--- src/kss_pkg.sv ---
// ----------------------------------------------------------------------------
// kss_pkg
// shared constants, types and the key character table for the keypad sender
// ----------------------------------------------------------------------------
package kss_pkg;

  localparam int DEBOUNCE_SAMPLES_DEF = 2;
  localparam int DATA_BITS_DEF        = 8;

  localparam logic KIND_SCAN = 1'b0;
  localparam logic KIND_BIT  = 1'b1;

  typedef logic [7:0] kss_char_t;

  // indexed [row][column]
  localparam kss_char_t KEY_CHARS [4][4] = '{
    '{8'h46, 8'h45, 8'h44, 8'h43},
    '{8'h42, 8'h41, 8'h39, 8'h38},
    '{8'h37, 8'h36, 8'h35, 8'h34},
    '{8'h33, 8'h32, 8'h31, 8'h30}
  };

  typedef struct packed {
    logic      press;
    kss_char_t code;
    logic [3:0] col_drive;
  } kss_scan_t;

  function automatic kss_char_t key_char(input logic [1:0] row, input logic [1:0] col);
    return KEY_CHARS[row][col];
  endfunction

endpackage

--- src/kss_debounce.sv ---
// ----------------------------------------------------------------------------
// kss_debounce
// column scan, per-key sample ring and press edge detection
// ----------------------------------------------------------------------------
module kss_debounce #(
  parameter int DEBOUNCE_SAMPLES = kss_pkg::DEBOUNCE_SAMPLES_DEF
) (
  input  logic              clk,
  input  logic              rst_n,
  input  logic              scan_en,
  input  logic [3:0]        rows,
  output kss_pkg::kss_scan_t scan_o
);
  import kss_pkg::*;

  localparam int SLOT_W = (DEBOUNCE_SAMPLES > 1) ? $clog2(DEBOUNCE_SAMPLES) : 1;

  logic [15:0]       samp_r   [DEBOUNCE_SAMPLES];
  logic [15:0]       samp_nxt [DEBOUNCE_SAMPLES];
  logic [15:0]       stable_r, stable_nxt;
  logic [1:0]        col_r, col_nxt;
  logic [SLOT_W-1:0] slot_r, slot_nxt;
  logic [3:0]        key_hi;
  logic [3:0]        press;
  logic [3:0]        idx [4];
  kss_char_t         code;

  always_comb begin
    samp_nxt   = samp_r;
    stable_nxt = stable_r;
    code       = '0;
    for (int r = 0; r < 4; r++) begin
      idx[r]    = {2'(r), col_r};
      key_hi[r] = rows[r];
      for (int s = 0; s < DEBOUNCE_SAMPLES; s++) begin
        if (SLOT_W'(s) != slot_r) begin
          key_hi[r] = key_hi[r] | samp_r[s][idx[r]];
        end
      end
      press[r] = !key_hi[r] && stable_r[idx[r]];
      samp_nxt[slot_r][idx[r]] = rows[r];
      stable_nxt[idx[r]]       = key_hi[r];
      if (press[r]) begin
        code = key_char(2'(r), col_r);
      end
    end
    col_nxt  = col_r + 2'd1;
    slot_nxt = slot_r;
    if (col_r == 2'd3) begin
      if (slot_r == SLOT_W'(DEBOUNCE_SAMPLES - 1)) begin
        slot_nxt = '0;
      end else begin
        slot_nxt = slot_r + SLOT_W'(1);
      end
    end
  end

  always_comb begin
    scan_o.press     = scan_en && (|press);
    scan_o.code      = code;
    scan_o.col_drive = scan_en ? (4'b0001 << col_nxt) : (4'b0001 << col_r);
  end

  always_ff @(posedge clk) begin
    if (!rst_n) begin
      for (int s = 0; s < DEBOUNCE_SAMPLES; s++) begin
        samp_r[s] <= '1;
      end
      stable_r <= '1;
      col_r    <= '0;
      slot_r   <= '0;
    end else if (scan_en) begin
      samp_r   <= samp_nxt;
      stable_r <= stable_nxt;
      col_r    <= col_nxt;
      slot_r   <= slot_nxt;
    end
  end

endmodule

--- src/keypad_scan_serial_sender.sv ---
// ----------------------------------------------------------------------------
// keypad_scan_serial_sender
// 4x4 keypad scanner with debounce that sends each new key as a serial frame
// ----------------------------------------------------------------------------
// channel   dir  tdata                                   tuser
// in_       in   [3:0] row_levels                        [0] kind
// out_      out  [3:0] column_drive, [4] carrier_on,     [0] key_event
//                [12:5] key_code, [13] sending
//
// one transaction in, one transaction out
// a new input is taken every cycle while the output register is empty or drained
// the result register sits between the update logic and out_, so out_ is registered
// rst_n is synchronous: keys released, column 0, no frame, carrier off
// a stall on out_ holds in_tready low until the pending result is taken
// ----------------------------------------------------------------------------
module keypad_scan_serial_sender #(
  parameter int DEBOUNCE_SAMPLES = kss_pkg::DEBOUNCE_SAMPLES_DEF,
  parameter int DATA_BITS        = kss_pkg::DATA_BITS_DEF
) (
  input  logic        clk,
  input  logic        rst_n,
  input  logic        in_tvalid,
  output logic        in_tready,
  input  logic [7:0]  in_tdata,   // [3:0] row_levels
  input  logic        in_tuser,   // [0] kind
  output logic        out_tvalid,
  input  logic        out_tready,
  output logic [15:0] out_tdata,  // [3:0] column_drive, [4] carrier_on, [12:5] key_code, [13] sending
  output logic        out_tuser   // [0] key_event
);
  import kss_pkg::*;

  localparam int CNT_W = $clog2(DATA_BITS + 1);

  logic             in_acc;
  logic             scan_en;
  logic             bit_en;
  kss_scan_t        scan;

  kss_char_t        byte_r, byte_nxt;
  logic [CNT_W-1:0] cnt_r, cnt_nxt;
  logic             active_r, active_nxt;
  logic             carrier_r, carrier_nxt;

  logic             out_valid_r;
  logic [15:0]      out_data_r, out_data_nxt;
  logic             out_user_r;

  assign in_tready = !out_valid_r || out_tready;
  assign in_acc    = in_tvalid && in_tready;
  assign scan_en   = in_acc && (in_tuser == KIND_SCAN);
  assign bit_en    = in_acc && (in_tuser == KIND_BIT);

  kss_debounce #(
    .DEBOUNCE_SAMPLES(DEBOUNCE_SAMPLES)
  ) u_debounce (
    .clk    (clk),
    .rst_n  (rst_n),
    .scan_en(scan_en),
    .rows   (in_tdata[3:0]),
    .scan_o (scan)
  );

  always_comb begin
    byte_nxt    = byte_r;
    cnt_nxt     = cnt_r;
    active_nxt  = active_r;
    carrier_nxt = carrier_r;
    if (scan.press) begin
      byte_nxt    = scan.code;
      cnt_nxt     = '0;
      active_nxt  = 1'b1;
      carrier_nxt = 1'b1;
    end else if (bit_en && active_r) begin
      if (cnt_r >= CNT_W'(DATA_BITS)) begin
        carrier_nxt = 1'b0;
        active_nxt  = 1'b0;
      end else begin
        carrier_nxt = !byte_r[cnt_r[2:0]];
        cnt_nxt     = cnt_r + CNT_W'(1);
      end
    end
    out_data_nxt = {2'b00, active_nxt, (scan.press ? scan.code : 8'h00),
                    carrier_nxt, scan.col_drive};
  end

  always_ff @(posedge clk) begin
    if (!rst_n) begin
      byte_r      <= '0;
      cnt_r       <= '0;
      active_r    <= 1'b0;
      carrier_r   <= 1'b0;
      out_valid_r <= 1'b0;
    end else begin
      if (in_acc) begin
        byte_r      <= byte_nxt;
        cnt_r       <= cnt_nxt;
        active_r    <= active_nxt;
        carrier_r   <= carrier_nxt;
        out_valid_r <= 1'b1;
      end else if (out_tready) begin
        out_valid_r <= 1'b0;
      end
    end
  end

  always_ff @(posedge clk) begin
    if (in_acc) begin
      out_data_r <= out_data_nxt;
      out_user_r <= scan.press;
    end
  end

  assign out_tvalid = out_valid_r;
  assign out_tdata  = out_data_r;
  assign out_tuser  = out_user_r;

  a_drive_onehot: assert property (@(posedge clk) disable iff (!rst_n)
    out_tvalid |-> $onehot(out_tdata[3:0]))
    else $error("column drive not one-hot");

  a_event_sending: assert property (@(posedge clk) disable iff (!rst_n)
    (out_tvalid && out_tuser) |-> (out_tdata[13] && out_tdata[4]))
    else $error("key event without frame start");

  a_code_zero: assert property (@(posedge clk) disable iff (!rst_n)
    (out_tvalid && !out_tuser) |-> (out_tdata[12:5] == 8'h00))
    else $error("key code set without key event");

  a_frame_end: assert property (@(posedge clk) disable iff (!rst_n)
    $fell(active_r) |-> $past(bit_en))
    else $error("frame ended outside a bit tick");

endmodule
--- config.mk ---
export PLATFORM = sky130hd
export DESIGN_NAME = keypad_scan_serial_sender
export DESIGN_NICKNAME = d
export VERILOG_FILES = /design/src/kss_pkg.sv /design/src/kss_debounce.sv /design/src/keypad_scan_serial_sender.sv
export SDC_FILE = /design/constraint.sdc
export NUM_CORES = 1
export LEC_CHECK = 0
export BUFFER_PORTS_ARGS = -buffer_cell sky130_fd_sc_hd__clkbuf_2
export CORE_MARGIN = 1
export CORE_UTILIZATION = 40
export DETAILED_ROUTE_END_ITERATION = 10
export SYNTH_ARGS = -nofsm -noshare
export SYNTH_HDL_FRONTEND = slang
export SYNTH_SLANG_ARGS = --single-unit
--- constraint.sdc ---
create_clock -name clk -period 2.5 [get_ports clk]
set_input_delay 0.5 -clock clk [delete_from_list [all_inputs] [get_ports clk]]
set_output_delay 0.5 -clock clk [all_outputs]
set_load 0.02 [all_outputs]
Word-level counts from Yosys, hierarchy flattened
Index checks and enable logic that the tools add are counted.

cells by class
  $add $sub $neg = 3
  $lt $le $gt $ge = 13
  eq/ne operators = 2
  shift-type cells = 2
  mux-type cells = 87
  bitwise logic cells = 11
  reductions and logical operators = 27

operators with widths
  cell                                                                count
  bitwise mux 32 bit                                                  4
  two-way mux 8 bit                                                   13
  binary-select mux 8 bit (select 2 bit)                              4
  bitwise mux 16 bit                                                  4
  demux 16 bit (select 1 bit)                                         4
  two-way mux 1 bit                                                   34
  binary-select mux 1 bit (select 2 bit)                              12
  two-way mux 4 bit                                                   5
  two-way mux 16 bit                                                  1
  logical AND 1 bit                                                   14
  two-way mux 12 bit                                                  1
  less-than comparator 4 x 5 -> 1 bit (second input constant)         2
  demux 1 bit (select 2 bit)                                          4
  greater-or-equal comparator 4 x 1 -> 1 bit (second input constant)  2
  bitwise OR 1 bit                                                    8
  left shift 1 x 2 -> 4 bit (first input constant)                    2
  zero test 1 bit                                                     6
  less-than comparator 2 x 5 -> 1 bit (second input constant)         1
  less-than comparator 3 x 5 -> 1 bit (second input constant)         1
  adder 4 x 1 -> 4 bit (second input constant)                        1
  greater-or-equal comparator 4 bit (second input constant)           1
  less-than comparator 3 x 4 -> 1 bit (second input constant)         1
  AND reduction 2 bit                                                 2
  nonzero test 2 bit                                                  2
  other kinds (16)                                                    16

storage, ports and cells
  register bits = 81
  bits of input ports = 13
  output and inout bits = 19
  word-level logic and storage cells = 158

Longest topological paths before layout
Gate-level depths: netlist (run 1).

  depth after elaboration = 12
  mapped depth = 9
  mapped depth without buffers = 6

By module
Synthesis (run 1) repeated with hierarchy kept, for this count alone.

second synthesis, totals
  cell total of the unflattened synthesis = 383
  area total of the unflattened synthesis = 3849.9 µm²

by module, submodules not included
  module                     times used  cells each  area an instance (µm²)  seq. area each (µm²)
  kss_debounce               1           272         2517.4                  1021.0
  keypad_scan_serial_sender  1           111         1332.5                  750.7

Worst setup path after synthesis (run 1)
No wires, ideal clock.

  path type = in2reg
  start point = in out_tready
  end point = reg u_debounce.samp_r[16] (netlist name)
  setup time = 0.137 ns
  data arrival time = 2.080 ns
  data required time = 2.363 ns
  setup slack = 0.283 ns
  stages = 7
  buffers on the path = 2
  cells stage by stage = nand2b_1 > nor3b_1 > buf_2 > nand2_1 > clkbuf_1 > o21ai_1 > nand3_1

between the ends
  longest elaborated chain between the ends = 3

ends and longest elaborated chain
  item                    RTL line                         text
  start: declaration      keypad_scan_serial_sender.sv:27  input logic out_tready,
  logical OR 1 bit        keypad_scan_serial_sender.sv:49  assign in_tready = !out_valid_r || out_tready;
  logical AND 1 bit       keypad_scan_serial_sender.sv:50  assign in_acc = in_tvalid && in_tready;
  logical AND 1 bit       keypad_scan_serial_sender.sv:51  assign scan_en = in_acc && (in_tuser == KIND_SCAN);
  end signal: assignment  kss_debounce.sv:73               samp_r <= samp_nxt;
  end: declaration        kss_debounce.sv:18               logic [15:0] samp_r [DEBOUNCE_SAMPLES];

No other way between the ends.
A chain may end at the register's enable or synchronous reset.

Worst setup path after layout (run 1)
  start point = reg u_debounce.col_r[0]
  end point = reg cnt_r[1]

between the ends
  longest elaborated chain between the ends = 12
  elaborated cells between the ends (all ways) = 54
  classes of those cells = 1 x eq/ne; 33 x mux; 8 x bitwise; 12 x reduce/logical

ends and longest elaborated chain
  item                                                           RTL line                         text
  start: declaration                                             kss_debounce.sv:21               logic [1:0] col_r, col_nxt;
  start signal: assignment                                       kss_debounce.sv:75               col_r <= col_nxt;
  binary-select mux 1 bit (select 2 bit)                         kss_debounce.sv:37               key_hi[r] = key_hi[r] | samp_r[s][idx[r]];
  two-way mux 1 bit (not written as such)                        kss_debounce.sv:37
  bitwise OR 1 bit                                               kss_debounce.sv:37
  two-way mux 1 bit                                              kss_debounce.sv:36               if (SLOT_W'(s) != slot_r) begin
  bitwise OR 1 bit                                               kss_debounce.sv:37
  two-way mux 1 bit                                              kss_debounce.sv:36
  zero test 1 bit                                                kss_debounce.sv:40               press[r] = !key_hi[r] && stable_r[idx[r]];
  logical AND 1 bit                                              kss_debounce.sv:40
  OR reduction 4 bit *                                           kss_debounce.sv:59               scan_o.press = scan_en && (|press);
  logical AND 1 bit *                                            kss_debounce.sv:59
  != test 2 bit (no line) or nonzero test 2 bit (tied branches)  --
  AND reduction 3 bit (no line)                                  --
  end signal: assignment                                         keypad_scan_serial_sender.sv:97  cnt_r <= cnt_nxt;
  end: declaration                                               keypad_scan_serial_sender.sv:41  logic [CNT_W-1:0] cnt_r, cnt_nxt;

Mark *: on every way between the ends. The rest lies on a longest branch, timed or not. The select of a mux whose other input is x is not followed.

==> results.cfg, run 1 <==
[status]
status = finished, final reports clean

[floorplanning]
die_x_um = 96.2
io_pins = 32
fp.dieArea_sq_um = 9250
fp-row-count = 34
core_area_sq_um = 8640
die_h_um = 96.2
start_util = 0.411

[routing]
drt_iter0_markers = 103
vias_per_cell = 5.26
routed_wl_um = 7470
drc_errors = 0
drtAntennaViolNets = 0
firstDrtPassIters = 4
routedWlPerCell_um = 14.7
vias = 2685

[synthesis]
synth-edff-count = 13
synth_top_flop_cell = dfxtp_1
syn_avg_cell_area_sq_um = 9.67
synthTopCellsByArea = dfxtp_1 (36%), edfxtp_1 (11%), nand2_1 (6.8%), mux2i_1 (5.9%), o211ai_1 (5.1%)
post-synth-top-area-fraction = 0.361
synthArstFlopShare = 0
synth_warnings = 0
synth.cell_area_sq_um = 3550
synth_top_area_cell = dfxtp_1
seq_area_frac_synth = 0.471
ys_top_cells_by_count = dfxtp_1 (64), nand2_1 (64), nand3_1 (25)
synth.distinct_cells = 53
syn_inst = 367
ys_ff_latch = 77

[cells_and_area]
layout.nets = 417
area_growth_pct = 12.8
final_area_sq_um = 4010
drive_above_1_share = 0.206
diodes = 0

[sta]
finalSetupViolCount = 0
finalClockSkew_ns = 0.0109
fmax_ghz = 0.427
worst_slew_pin_slew_ns = 0.643
relSlewSlack = 0.571
rsz0062_at_grt = no
hold_viol = 0
tns_ns = 0
drv_slew = 0
fin_crit_sh = 0.938
min_period_ns = 2.34

[global_route]
grt_util_all_layers = 0.178
grt_pass1_wl_um = 12200
antenna_found_initial = 0
first_global_vias = 2463
grt_max_degree = 33
grt_overflow = 0

[cts]
clk_pin_slew_ns = 0.08
holdBufCountCts = 0
clock_latency_ns = 0.35
numCtsBuffers = 9
cts_sinks = 77
cts_root_buf = clkbuf_8
cts_tree = yes
htree_levels = 3
cts_buffer_depth = 2

[placement]
gp_congestion = 0.836
hpwl_um = 5240
postPlaceCellArea_sq_um = 3790
port_buffers = 24

[worst_setup_path]
r2r-end = cnt_r[1]
critPathKind = register to register
cp_data_arrival_time_ns = 2.63
crit_path_max_fanout = 11
end_kind = register
required_ns = 2.79
reg2reg_slack_ns = 0.16
r2r_start = u_debounce.col_r[0]
start_kind = register
reg2reg_depth = 8

[flow_run]
cap_violations = 0

[power_and_ir_drop]
p_leak_nw = 1.73
pwr_density_cell_nw_per_um2 = 588
irDropWorstVdd_mv = 0.250

[worst_hold_path]
whs_endpoint = out_tvalid
hold_path_depth = 3
worstHoldStart = in_tvalid
hold_path_class = input port to register
==> how the worst max path moves through the flow <==
stage / slack, ns / depth (start not counted) / from / end
4_1_cts: 0.10 / 8 / u_debounce.col_r[0] / byte_r[5]
5_1_grt: 0.02 / 8 / u_debounce.col_r[0] / cnt_r[1]
3_5_place_dp: 0.13 / 8 / u_debounce.col_r[0] / byte_r[5]
3_3_place_gp: 0.15 / 8 / u_debounce.col_r[0] / byte_r[5]
2_1_floorplan: 0.28 / 7 / out_tready / u_debounce.samp_r[16]
6_report: 0.16 / 8 / u_debounce.col_r[0] / cnt_r[1]
==> where the power goes <==
group	switching, mW	leakage (nW)	internal (mW)
Sequential	0.0143	0.651	1.29
Combinational	0.145	0.998	0.0920
Clock	0.458	0.0824	0.353
Total	0.617	1.73	1.74
==> final cells by class <==
| cell class | count | area (sq um) |
|---|---|---|
| clock buffer | 9 | 124 |
| clock inverter | 7 | 42.5 |
| fill | 854 | 4630 |
| inverter | 10 | 37.5 |
| multi-input combinational | 256 | 1720 |
| sequential | 77 | 1670 |
| tap | 108 | 135 |
| timing repair buffer | 43 | 275 |
==> worst max-delay path, cell delays in order (launching register included) <==
cell	delay [ns]
dfxtp_1	0.36
buf_12	0.15
mux4_2	0.53
o211ai_2	0.10
nor3_2	0.10
o41ai_4	0.53
buf_4	0.24
nand2_1	0.11
a21oi_1	0.16
==> registers in the layout, indices dropped and copies added (netlist names) <==
register / count
out_tdata: 12
cnt_r: 4
u_debounce.col_r: 2
u_debounce.stable_r: 16
u_debounce.samp_r: 32
out_tvalid: 1
carrier_r: 1
u_debounce.slot_r: 1
out_tuser: 1
active_r: 1
byte_r: 6
==> cell families (layout without fill, tap and decap cells) <==
logic type | after synthesis | count (layout) | share of synthesized area
xor gates and xnor gates | 4 | 4 | 0.00987
adders and majority gates | 7 | 7 | 0.0247
DFF | 77 | 77 | 0.471
AOI/OAI and AO/OA | 75 | 75 | 0.153
other | 1 | 3 | 0.00106
and+or+nand+nor | 137 | 137 | 0.185
buffers and inverters | 36 | 69 | 0.0504
muxes | 30 | 30 | 0.105
==> repair_timing <==
action	CTS	global route
endpoints found under the setup margin	0	6
gates resized for setup	0	2
setup buffers	0	6
==> metrics by stage <==
stage | utilization | power, mW | hold slack (ns) | setup slack, ns | cells
2_1_floorplan | - | 1.50 | 0.440 | 0.283 | 369
3_3_place_gp | 0.438 | 1.56 | 0.453 | 0.147 | 488
3_5_place_dp | 0.438 | 1.56 | 0.462 | 0.133 | 488
4_1_cts | 0.458 | 2.37 | 0.417 | 0.102 | 504
5_1_grt | 0.464 | 2.46 | 0.437 | 0.0232 | 510
6_report | 0.464 | 2.35 | 0.430 | 0.156 | 510
==> metal layers <==
layer / part of all wire / up-vias / global-route usage
met5: 0 / - / 0
met2: 0.48 / 57 / 0.289
li1: - / 1352 / -
met4: 0.016 / 0 / 0.0697
met1: 0.46 / 1264 / 0.223
met3: 0.042 / 12 / 0.0482
==> cell usage in the layout (no fill, tap or decap), types with 7 or more instances in the layout <==
cell type and n:
o21ai_0 20, inv_1 9, nand3_1 25, clkbuf_8 9
nor2_1 19, buf_4 18, and2_1 7, edfxtp_1 13
clkbuf_2 24, nand2_1 64, ha_1 7, o211ai_1 24
mux2i_1 21, dfxtp_1 63
(Power assumes the default switching activity.)
==> inputs of run 2 (changes only) <==
- CELL_PAD_IN_SITES_DETAIL_PLACEMENT: unset -> 0
- CELL_PAD_IN_SITES_GLOBAL_PLACEMENT: unset -> 2
- CORE_UTILIZATION: 40 -> 37
- PLACE_DENSITY_LB_ADDON: unset -> 0.1
==> results.cfg, run 2 (same netlist as run 1, synthesis figures left out) <==
[cts]
numCtsBuffers = 9
clk_pin_slew_ns = 0.09
cts_tree = yes
clock_latency_ns = 0.36
cts_sinks = 77
htree_levels = 3
cts_buffer_depth = 2
cts_setup_buffers = 0
cts_root_buf = clkbuf_8

[floorplanning]
start_util = 0.382
die_x_um = 99.9
io_pins = 32
core_area_sq_um = 9280
fp-row-count = 35
fp.dieArea_sq_um = 9990
die_h_um = 99.9

[worst_hold_path]
hold_path_class = input port to register
worstHoldStart = in_tvalid
whs_endpoint = out_tvalid
hold_path_depth = 3

[power_and_ir_drop]
power.switching_fraction = 0.244
p_leak_nw = 1.78
irDropWorstVdd_mv = 0.246
p_comb_frac = 0.091
power_frac_clock = 0.418
p_int_mw = 2.01
pwr_density_cell_nw_per_um2 = 644
p_seq_frac = 0.491
netSwitchingPower_mw = 0.651

[routing]
firstDrtPassIters = 4
drc_errors = 0
routed_wl_um = 8320
drtAntennaViolNets = 0
vias_per_cell = 4.99
vias = 2653
routedWlPerCell_um = 15.6
drt_iter0_markers = 97

[worst_setup_path]
reg2reg_slack_ns = 0.10
r2r_start = u_debounce.col_r[0]
critPathKind = register to register
required_ns = 2.75
cp_data_arrival_time_ns = 2.64
r2r-end = byte_r[5]
end_kind = register
start_kind = register
reg2reg_depth = 8
crit_path_max_fanout = 15

[cells_and_area]
largest_register = u_debounce.samp_r
layout.nets = 418
diodes = 0
layout_commonest_cell = nand2_1
largest_reg_flops = 32
fin_util = 0.446
final_cell_mix = nand2_1 (64), dfxtp_1 (61), nand3_1 (25)
area_growth_pct = 16.5
drive_above_1_share = 0.218

[status]
status = finished, final reports clean

[global_route]
grt_max_degree = 31
grt_overflow = 0
grt_pass1_wl_um = 13600
first_global_vias = 2543
grt_util_all_layers = 0.180
antenna_found_initial = 0

[placement]
gp_congestion = 0.739
hpwl_um = 5690
pre_cts_ws_ns = 0.0693
port_buffers = 24

[sta]
fin_crit_sh = 0.958
layout_setup_ws_ns = 0.105
finalClockSkew_ns = 0.0199
worst_slew_pin_slew_ns = 0.637
drv_slew = 0
hold_ws_ns = 0.413
relSlewSlack = 0.572
fmax_ghz = 0.417
hold_viol = 0
min_period_ns = 2.40
finalSetupViolCount = 0

[flow_run]
cap_violations = 0
-- run 2: cell count changes in the layout (fill, tap and decap cells not counted), moves of 2 or more --
cell	before	now
bufinv_16	0	2
dfxtp_2	1	3
clkbuf_16	0	2
clkinv_2	3	1
dfxtp_1	63	61
clkinvlp_4	2	0
-- run 2: worst max path at each step --
stage | startpoint | end | slack (ns) | cells past startpoint
floorplan | out_tready | u_debounce.samp_r[16] | 0.28 | 7
global placement | u_debounce.col_r[0] | byte_r[5] | 0.07 | 8
detailed placement | u_debounce.col_r[0] | byte_r[5] | 0.07 | 8
CTS | u_debounce.col_r[0] | byte_r[5] | 0.05 | 8
global route | u_debounce.col_r[0] | byte_r[5] | -0.0004 | 8
finish | u_debounce.col_r[0] | byte_r[5] | 0.10 | 8
-- run 2: final cells by class --
type                    instances  area (sq um)
clock buffers                  10           149
inverters                      10          37.5
multi-input cells             256          1720
repair buffers                 44           300
well taps                     129           161
fillers                       939          5150
clock inverters                 6          91.3
flip-flops and latches         77          1680
-- run 2: worst max-delay path, cell delays in order (launching register included) --
cell and delay, ns:
dfxtp_2 0.40, buf_12 0.19, mux2i_2 0.26, o22ai_2 0.15, nor4b_4 0.42, o41ai_4 0.11
buf_4 0.20, or3_4 0.40, o211a_1 0.13
-- run 2: per-layer routing --
metal,up-vias,global-route usage,part of all wire
li1,1356,-,-
met1,1236,0.230,0.47
met2,50,0.303,0.48
met3,11,0.0383,0.037
met4,0,0.0611,0.014
met5,-,0,0
-- run 2: what timing repair did --
action                                  CTS  global route
endpoints found under the setup margin    0             2
hold buffers                              0             0
resized for setup                         0             5
-- run 2: power by group through the flow --
| stage | registers [mW] | clock network, mW | logic [mW] |
|---|---|---|---|
| 6_report | 1.31 | 1.12 | 0.241 |
| 5_1_grt | 1.31 | 1.20 | 0.266 |
| 4_1_cts | 1.31 | 1.15 | 0.238 |
| 3_5_place_dp | 1.34 | 0 | 0.237 |
| 3_3_place_gp | 1.34 | 0 | 0.237 |
| 2_1_floorplan | 1.35 | 0 | 0.150 |
-- run 2: stage by stage --
stage | cell area, sq um | std cells | TNS [ns] | power (mW)
finish | 4140 | 532 | 0 | 2.67
global route | 4140 | 532 | -0.000414 | 2.78
CTS | 4100 | 531 | 0 | 2.69
detailed placement | 3860 | 515 | 0 | 1.57
global placement | 3860 | 515 | 0 | 1.57
floorplan | 3560 | 369 | 0 | 1.50
==> inputs of run 3 (changes only) <==
- CORE_UTILIZATION: 37 -> 38
- RECOVER_POWER: unset -> 25
- SYNTH_HIERARCHICAL: unset -> 1
==> results.cfg, run 3 <==
[synthesis]
yosysMostFrequentCell = nand2_1
synth_top_flop_cell = dfxtp_1
ys_ff_latch = 81
synth.cell_area_sq_um = 3850
synth-edff-count = 15
synth_warnings = 6
synthTopCellsByArea = dfxtp_1 (34%), edfxtp_1 (12%), mux2i_1 (9.1%), nand2_1 (6.9%), o211ai_1 (4.9%)
ys_top_cells_by_count = nand2_1 (71), dfxtp_1 (66), mux2i_1 (35)
synthArstFlopShare = 0
syn_inst = 383
post-synth-top-area-fraction = 0.343
synth.distinct_cells = 53
synth_top_area_cell = dfxtp_1
syn_avg_cell_area_sq_um = 10.1
seq_area_frac_synth = 0.460

[flow_run]
cap_violations = 0

[cells_and_area]
drive_above_1_share = 0.190
fillCellCount = 960
layout.nets = 446
multi_input_area_sq_um = 1890
fin_util = 0.458
area_growth_pct = 16.4
final_cell_mix = nand2_1 (71), dfxtp_1 (65), mux2i_1 (35)
final_cells = 564
largest_register = u_debounce/samp_r
layout_commonest_cell = nand2_1
largest_reg_flops = 32
regArea_sq_um = 1770
diodes = 0

[routing]
drtAntennaViolNets = 0
vias = 2893
routedWlPerCell_um = 16.0
drc_errors = 0
drt_iter0_markers = 90
firstDrtPassIters = 5
vias_per_cell = 5.13
routed_wl_um = 9020

[floorplanning]
die_x_um = 103
fp.dieArea_sq_um = 10500
start_util = 0.394
fp-row-count = 36
core_area_sq_um = 9770
die_h_um = 103
io_pins = 32

[sta]
relSlewSlack = 0.522
min_period_ns = 2.37
hold_viol = 0
finalSetupViolCount = 0
fin_crit_sh = 0.949
rsz0062_at_grt = no
fmax_ghz = 0.421
hold_ws_ns = 0.470
worst_slew_pin_slew_ns = 0.717
finalClockSkew_ns = 0.0121
drv_slew = 0
layout_setup_ws_ns = 0.126

[cts]
cts_sinks = 81
clock_latency_ns = 0.36
cts_tree = yes
holdBufCountCts = 0
numCtsBuffers = 9
cts_root_buf = clkbuf_8
cts_buffer_depth = 2
htree_levels = 3
clk_pin_slew_ns = 0.09

[worst_setup_path]
end_kind = register
start_kind = register
crit_path_max_fanout = 14
critPathKind = register to register
cp_data_arrival_time_ns = 2.48
required_ns = 2.61

[placement]
hpwl_um = 6440
pre_cts_ws_ns = -0.363
gp_congestion = 0.757
port_buffers = 25
dp_cells = 546

[power_and_ir_drop]
pwr_density_cell_nw_per_um2 = 602
irDropWorstVdd_mv = 0.326
p_leak_nw = 1.93
p_total_mw = 2.70

[status]
status = finished, final reports clean

[global_route]
grt_overflow = 0
grt_pass1_wl_um = 14600
grt_util_all_layers = 0.186
first_global_vias = 2700
antenna_found_initial = 0
grt_max_degree = 34

[worst_hold_path]
hold_path_class = register to register
-- run 3: cell count changes after synthesis, sizes merged, moves of 9 or more --
cell and change:
nor2b +9, mux2i +14, o21ai -18, nor2 -9
-- run 3: timing repair --
action	CTS	global route
buffers inserted	2	0
endpoints found under the setup margin	19	18
pin swaps	1	1
gates resized for setup	2	3
-- run 3: layout make-up --
type / instances / area share
tap: 133 / 0.0371
clock buffer: 9 / 0.0276
clock inverter: 7 / 0.0209
inverter: 10 / 0.00838
sequential: 81 / 0.396
multi-input combinational: 265 / 0.421
timing repair buffer: 59 / 0.0894
-- run 3: kinds of logic (layout without fill, tap and decap cells) --
family,count (synthesis),after routing,synth area share
compound gates,55,55,0.121
xor+xnor,2,2,0.00455
fa+ha+maj,7,7,0.0227
buf+inv,38,85,0.0552
flops,81,81,0.460
mux,44,44,0.138
other cells,2,3,0.00195
simple gates,154,154,0.197
-- run 3: path summary, 6_finish.rpt --
kind | startpoint | end | slack [ns] | cells past startpoint
max | u_debounce/col_r[0] | out_tdata[4] | 0.13 | 8
max reg2reg | u_debounce/col_r[0] | out_tdata[4] | 0.13 | 8
min | u_debounce/samp_r[17] | u_debounce/samp_r[17] | 0.47 | 2
min reg2reg | u_debounce/samp_r[17] | u_debounce/samp_r[17] | 0.47 | 2
-- run 3: layer usage --
metal / vias up / GRT usage / wire length [um]
met3: 14 / 0.0353 / 238
met5: - / 0 / 0
met1: 1390 / 0.253 / 4420
met2: 52 / 0.301 / 4230
met4: 0 / 0.0582 / 123
li1: 1437 / - / -
-- run 3: power by group --
group          switching, mW  internal (mW)  leakage [nW]  total, mW
Combinational          0.158         0.0961          1.13      0.255
Clock                  0.509          0.563         0.113       1.07
Sequential            0.0127           1.36         0.687       1.37
Total                  0.680           2.02          1.93       2.70
-- run 3: worst max-delay path, stage by stage, from the launching register on --
cell,delay [ns]
dfxtp_2,0.37
buf_6,0.20
mux4_2,0.53
o211ai_1,0.14
nor3_1,0.10
nor2_1,0.20
a21boi_4,0.09
buf_4,0.16
or3_1,0.35
-- run 3: stage by stage --
stage	setup TNS (ns)	instance area (sq um)
final	0	4480
after global routing	0	4480
after CTS	0	4490
after detailed placement	-4.04	4250
after global placement	-2.72	4250
after floorplan	0	3850
